**config.mk**
```make
export PLATFORM = sky130hd
export DESIGN_NAME = ntpt_div_pipe
export DESIGN_NICKNAME = d
export VERILOG_FILES = /design/src/ntpt_div_pipe.sv
export SDC_FILE = /design/constraint.sdc
export NUM_CORES = 2
export LEC_CHECK = 0
export BUFFER_PORTS_ARGS = -buffer_cell sky130_fd_sc_hd__buf_4
export CAP_MARGIN = 10
export CORE_MARGIN = 1
export CORE_UTILIZATION = 50
export DETAILED_ROUTE_END_ITERATION = 16
export MAX_ROUTING_LAYER = met4
export PLACE_DENSITY = 0.65
export SYNTH_ARGS = -nofsm -noshare
export SYNTH_HDL_FRONTEND = slang
export SYNTH_SLANG_ARGS = --single-unit
```
**constraint.sdc**
```tcl
create_clock -name clock -period 4.9 [get_ports clock]
set_clock_uncertainty 0.2 [all_clocks]
set_input_delay 0.98 -clock clock [delete_from_list [all_inputs] [get_ports clock]]
set_output_delay 0.98 -clock clock [all_outputs]
set_load 0.01 [all_outputs]
```
**src/ntpt_div_pipe.sv**
```systemverilog
// Pipelined restoring divider: one quotient bit per register stage.
// Carries an opaque sideband word along with each division; no package use.
module ntpt_div_pipe #(
   parameter int NumW  = 31,
   parameter int DenW  = 16,
   parameter int SideW = 8
) (
   input  logic             clock,
   input  logic             reset,
   input  logic             advance,
   input  logic             in_valid,
   input  logic [NumW-1:0]  in_num,
   input  logic [DenW-1:0]  in_den,
   input  logic [SideW-1:0] in_side,
   output logic             out_valid,
   output logic [NumW-1:0]  out_quo,
   output logic [SideW-1:0] out_side
);

   logic             valid_ff [NumW];
   logic [DenW-1:0]  rem_ff  [NumW];
   logic [NumW-1:0]  num_ff  [NumW];
   logic [DenW-1:0]  den_ff  [NumW];
   logic [SideW-1:0] side_ff [NumW];

   for (genvar g = 0; g < NumW; g++) begin : g_stage
      logic             v_src;
      logic [DenW-1:0]  rem_src;
      logic [NumW-1:0]  num_src;
      logic [DenW-1:0]  den_src;
      logic [SideW-1:0] side_src;
      logic [DenW:0]    trial;
      logic [DenW:0]    diff;
      logic             fits;
      logic [DenW-1:0]  rem_in;
      logic [NumW-1:0]  num_in;

      if (g == 0) begin : g_head
         assign v_src    = in_valid;
         assign rem_src  = '0;
         assign num_src  = in_num;
         assign den_src  = in_den;
         assign side_src = in_side;
      end else begin : g_body
         assign v_src    = valid_ff[g-1];
         assign rem_src  = rem_ff[g-1];
         assign num_src  = num_ff[g-1];
         assign den_src  = den_ff[g-1];
         assign side_src = side_ff[g-1];
      end

      // shift in the next dividend bit, subtract if the divisor fits
      assign trial  = {rem_src, num_src[NumW-1]};
      assign diff   = trial - {1'b0, den_src};
      assign fits   = trial >= {1'b0, den_src};
      assign rem_in = fits ? diff[DenW-1:0] : trial[DenW-1:0];
      assign num_in = {num_src[NumW-2:0], fits};

      always_ff @(posedge clock) begin
         if (reset) begin
            valid_ff[g] <= 1'b0;
         end else if (advance) begin
            valid_ff[g] <= v_src;
         end
      end

      always_ff @(posedge clock) begin
         if (advance) begin
            rem_ff[g]  <= rem_in;
            num_ff[g]  <= num_in;
            den_ff[g]  <= den_src;
            side_ff[g] <= side_src;
         end
      end
   end

   assign out_valid = valid_ff[NumW-1];
   assign out_quo   = num_ff[NumW-1];
   assign out_side  = side_ff[NumW-1];

endmodule

```
==> flow_metrics.env <==
export IMPL_synth_cell_type_count=95
export IMPL_fillerInstances=15000
export IMPL_ios=99
export IMPL_synth_top_area_share=0.687
export IMPL_synth_warnings=0
export IMPL_slew_headroom=0.293
export IMPL_setup_viol=0
export IMPL_synth_top_area_cell="edfxtp_1"
export IMPL_antenna_found_initial=0
export IMPL_chipHeight_um=440
export IMPL_vias=51281
export IMPL_cts_tree="done"
export IMPL_grtUsageMet3=0.0275
export IMPL_crit_path_end_kind="flip-flop"
export IMPL_synth_edf_count=2200
export IMPL_arrival_ps=4180
export IMPL_drive_above_1_share=0.121
export IMPL_routedWlPerCell_um=17.8
export IMPL_worst_slack_ps=1100
export IMPL_finalCritPeriodShare=0.777
export IMPL_gp_congestion=0.911
export IMPL_synth_seq_cells=2200
export IMPL_synthArstFlopShare=0
export IMPL_rsz0062_at_grt="false"
export IMPL_ant_nets=0
export IMPL_wl_um=169000
export IMPL_report_final_hold_viol_count=0
export IMPL_grt_max_degree=122
export IMPL_grt_busiest_layer="met2"
export IMPL_ir_worst_vdd_uv=379
export IMPL_seq_area_um2=66100
export IMPL_postSynthAreaPerCell_um2=14.8
export IMPL_grt_util_met1=0.233
export IMPL_nets=7377
export IMPL_crit_path_start_kind="flip-flop"
export IMPL_mostFrequentLayoutCells="edfxtp_1, inv_1, ha_1"
export IMPL_syn_to_final_growth_pct=12.4
export IMPL_syn_inst=6486
export IMPL_dpl_cell_area_um2=100000
export IMPL_synthFlopType="edfxtp_1"
export IMPL_cts_resized=0
export IMPL_synth_fp_nets=7056
export IMPL_grtUsageMet2=0.294
export IMPL_grt_first_pass_wirelength_um=271000
export IMPL_multiInputGateArea_um2=27500
export IMPL_cts_sinks=2200
export IMPL_criticalPathCategory="reg2reg"
export IMPL_drc=0
export IMPL_cts_root_buf="clkbuf_16"
export IMPL_clkTransAtPathRegs_ps=60
export IMPL_syn_cell_area_um2=96100
export IMPL_power_density_nw_per_um2=602
export IMPL_htree_levels=4
export IMPL_clockBufferDepth=3
export IMPL_initial_utilization=0.504
export IMPL_dp_hpwl_um=116000
export IMPL_tns_ps=0
export IMPL_viasPerCell=5.40
export IMPL_whs_ps=79.0
export IMPL_fp_row_count=160
export IMPL_worstPathMaxFanout=16
export IMPL_fp_dieW_um=440
export IMPL_grt_overflow_total=0
export IMPL_finalInstanceArea_um2=108000
export IMPL_die_area_um2=194000
export IMPL_ys_seq_area_frac=0.687
export IMPL_layout_commonest_cell="edfxtp_1"
export IMPL_clkLatencyLatePin_ps=880
export IMPL_fmax_mhz=263
export IMPL_cts_buffers=220
export IMPL_port_buffers=98
export IMPL_min_period_ps=3800
export IMPL_worst_pin_slew_ps=1050
export IMPL_finalMaxSlewViolations=0
export IMPL_core_um2=191000
export IMPL_drt_iter0_drc=3313
export IMPL_worstPathRequired_ps=5270
export IMPL_first_global_vias=50722
export IMPL_status="finished, final reports clean"
export IMPL_p_leak_nw=40.9
export IMPL_drtPass1Iterations=5
export IMPL_min_path_type="in2reg"
export IMPL_final_util=0.567
export IMPL_cap_violations=0
export IMPL_yosys_top_cells_area="edfxtp_1, ha_1, mux2_2"
export IMPL_dp_slack_ps=1120
export IMPL_grt_usage=0.180
## cell usage after synthesis, types with 16 or more instances
cell type and count:
nand2_1 256, clkbuf_1 47, nor4_1 28, o211ai_1 20, fa_1 29, xor2_1 94
a21oi_1 316, mux2_4 18, inv_1 610, o31ai_1 49, nand4_1 54, buf_2 17
nand3b_1 19, ha_1 482, o31a_1 51, nor3_1 104, nand2b_1 45, o21a_1 120
and3_1 29, and2_1 45, nand3_1 90, o21ai_0 279, nor2_1 327, o41ai_1 16
a21boi_0 35, a21o_1 113, nor3b_1 19, or3_1 27, mux2_2 270, a211oi_1 46
edfxtp_1 2200, o21bai_1 24, nor2b_1 84, mux2i_1 64, xnor2_1 190, a31oi_1 45
## where the power goes
group          total, W  internal [W]  switching [W]  leakage [nW]
Sequential       0.0269        0.0252        0.00178          21.5
Clock            0.0169       0.00970        0.00717          3.55
Combinational    0.0213       0.00997         0.0113          15.8
## routing by layer
metal | vias to the layer above | wire [um]
li1 | 25148 | -
met5 | - | 0
met3 | 309 | 6340
met4 | 0 | 4690
met1 | 24915 | 76600
met2 | 909 | 81700
## final timing paths
path / start / to / depth (start not counted) / slack [ps]
worst min register to register: num_ff[12][24] / num_ff[13][25] / 0 / 170
worst max register to register: den_ff[1][81] / rem_ff[1][101] / 10 / 1100
worst max-delay path: den_ff[1][81] / rem_ff[1][101] / 10 / 1100
worst min-delay path: in_num[2] / num_ff[0][3] / 1 / 80
## sequential cells by signal, indices dropped and copies added (netlist names)
register and cells:
num_ff 961, valid_ff 31, den_ff 480, side_ff 248
rem_ff 480
## worst max-delay path, stage by stage (launching register included)
cell and delay [ps]:
edfxtp_1 500, inv_1 80, ha_1 330, nor2b_1 140, o21ai_0 180, a21boi_0 190
o31ai_1 650, a31oi_1 310, a31oi_2 250, buf_4 290, mux2_2 420
## per-stage QoR
step / cells / power, W
finish: 9504 / 0.0651
detailed placement: 9081 / 0.0483
global placement: 9081 / 0.0480
floorplan: 6486 / 0.0431
global route: 9502 / 0.0690
CTS: 9500 / 0.0656
## what timing repair did
item / CTS / global route
buffers inserted: 0 / 0
hold endpoints to repair: 13 / 0
hold buffers: 13 / 0
## cell type report
| type | instances | area share |
|---|---|---|
| multi-input cells | 3594 | 0.254 |
| clock buffers | 261 | 0.0524 |
| flip-flops and latches | 2200 | 0.611 |
| clock inverters | 145 | 0.0162 |
| diodes | 2 | 0.0000463 |
| inverters | 613 | 0.0213 |
| well taps | 2511 | 0.0291 |
| repair buffers | 178 | 0.0156 |
## logic make-up (layout without fill, tap and decap cells)
family                     after synthesis  count (layout)  share of synthesized area
muxes                                  353             353                     0.0412
xor gates and xnor gates               284             284                     0.0259
buffers and inverters                  692            1197                     0.0278
and+or+nand+nor                       1180            1180                     0.0611
AOI/OAI and AO/OA                     1266            1266                     0.0880
DFF                                   2200            2200                      0.687
other                                    0               2                          0
adders and majority gates              511             511                     0.0688
Power figures use the tool's default switching activity.
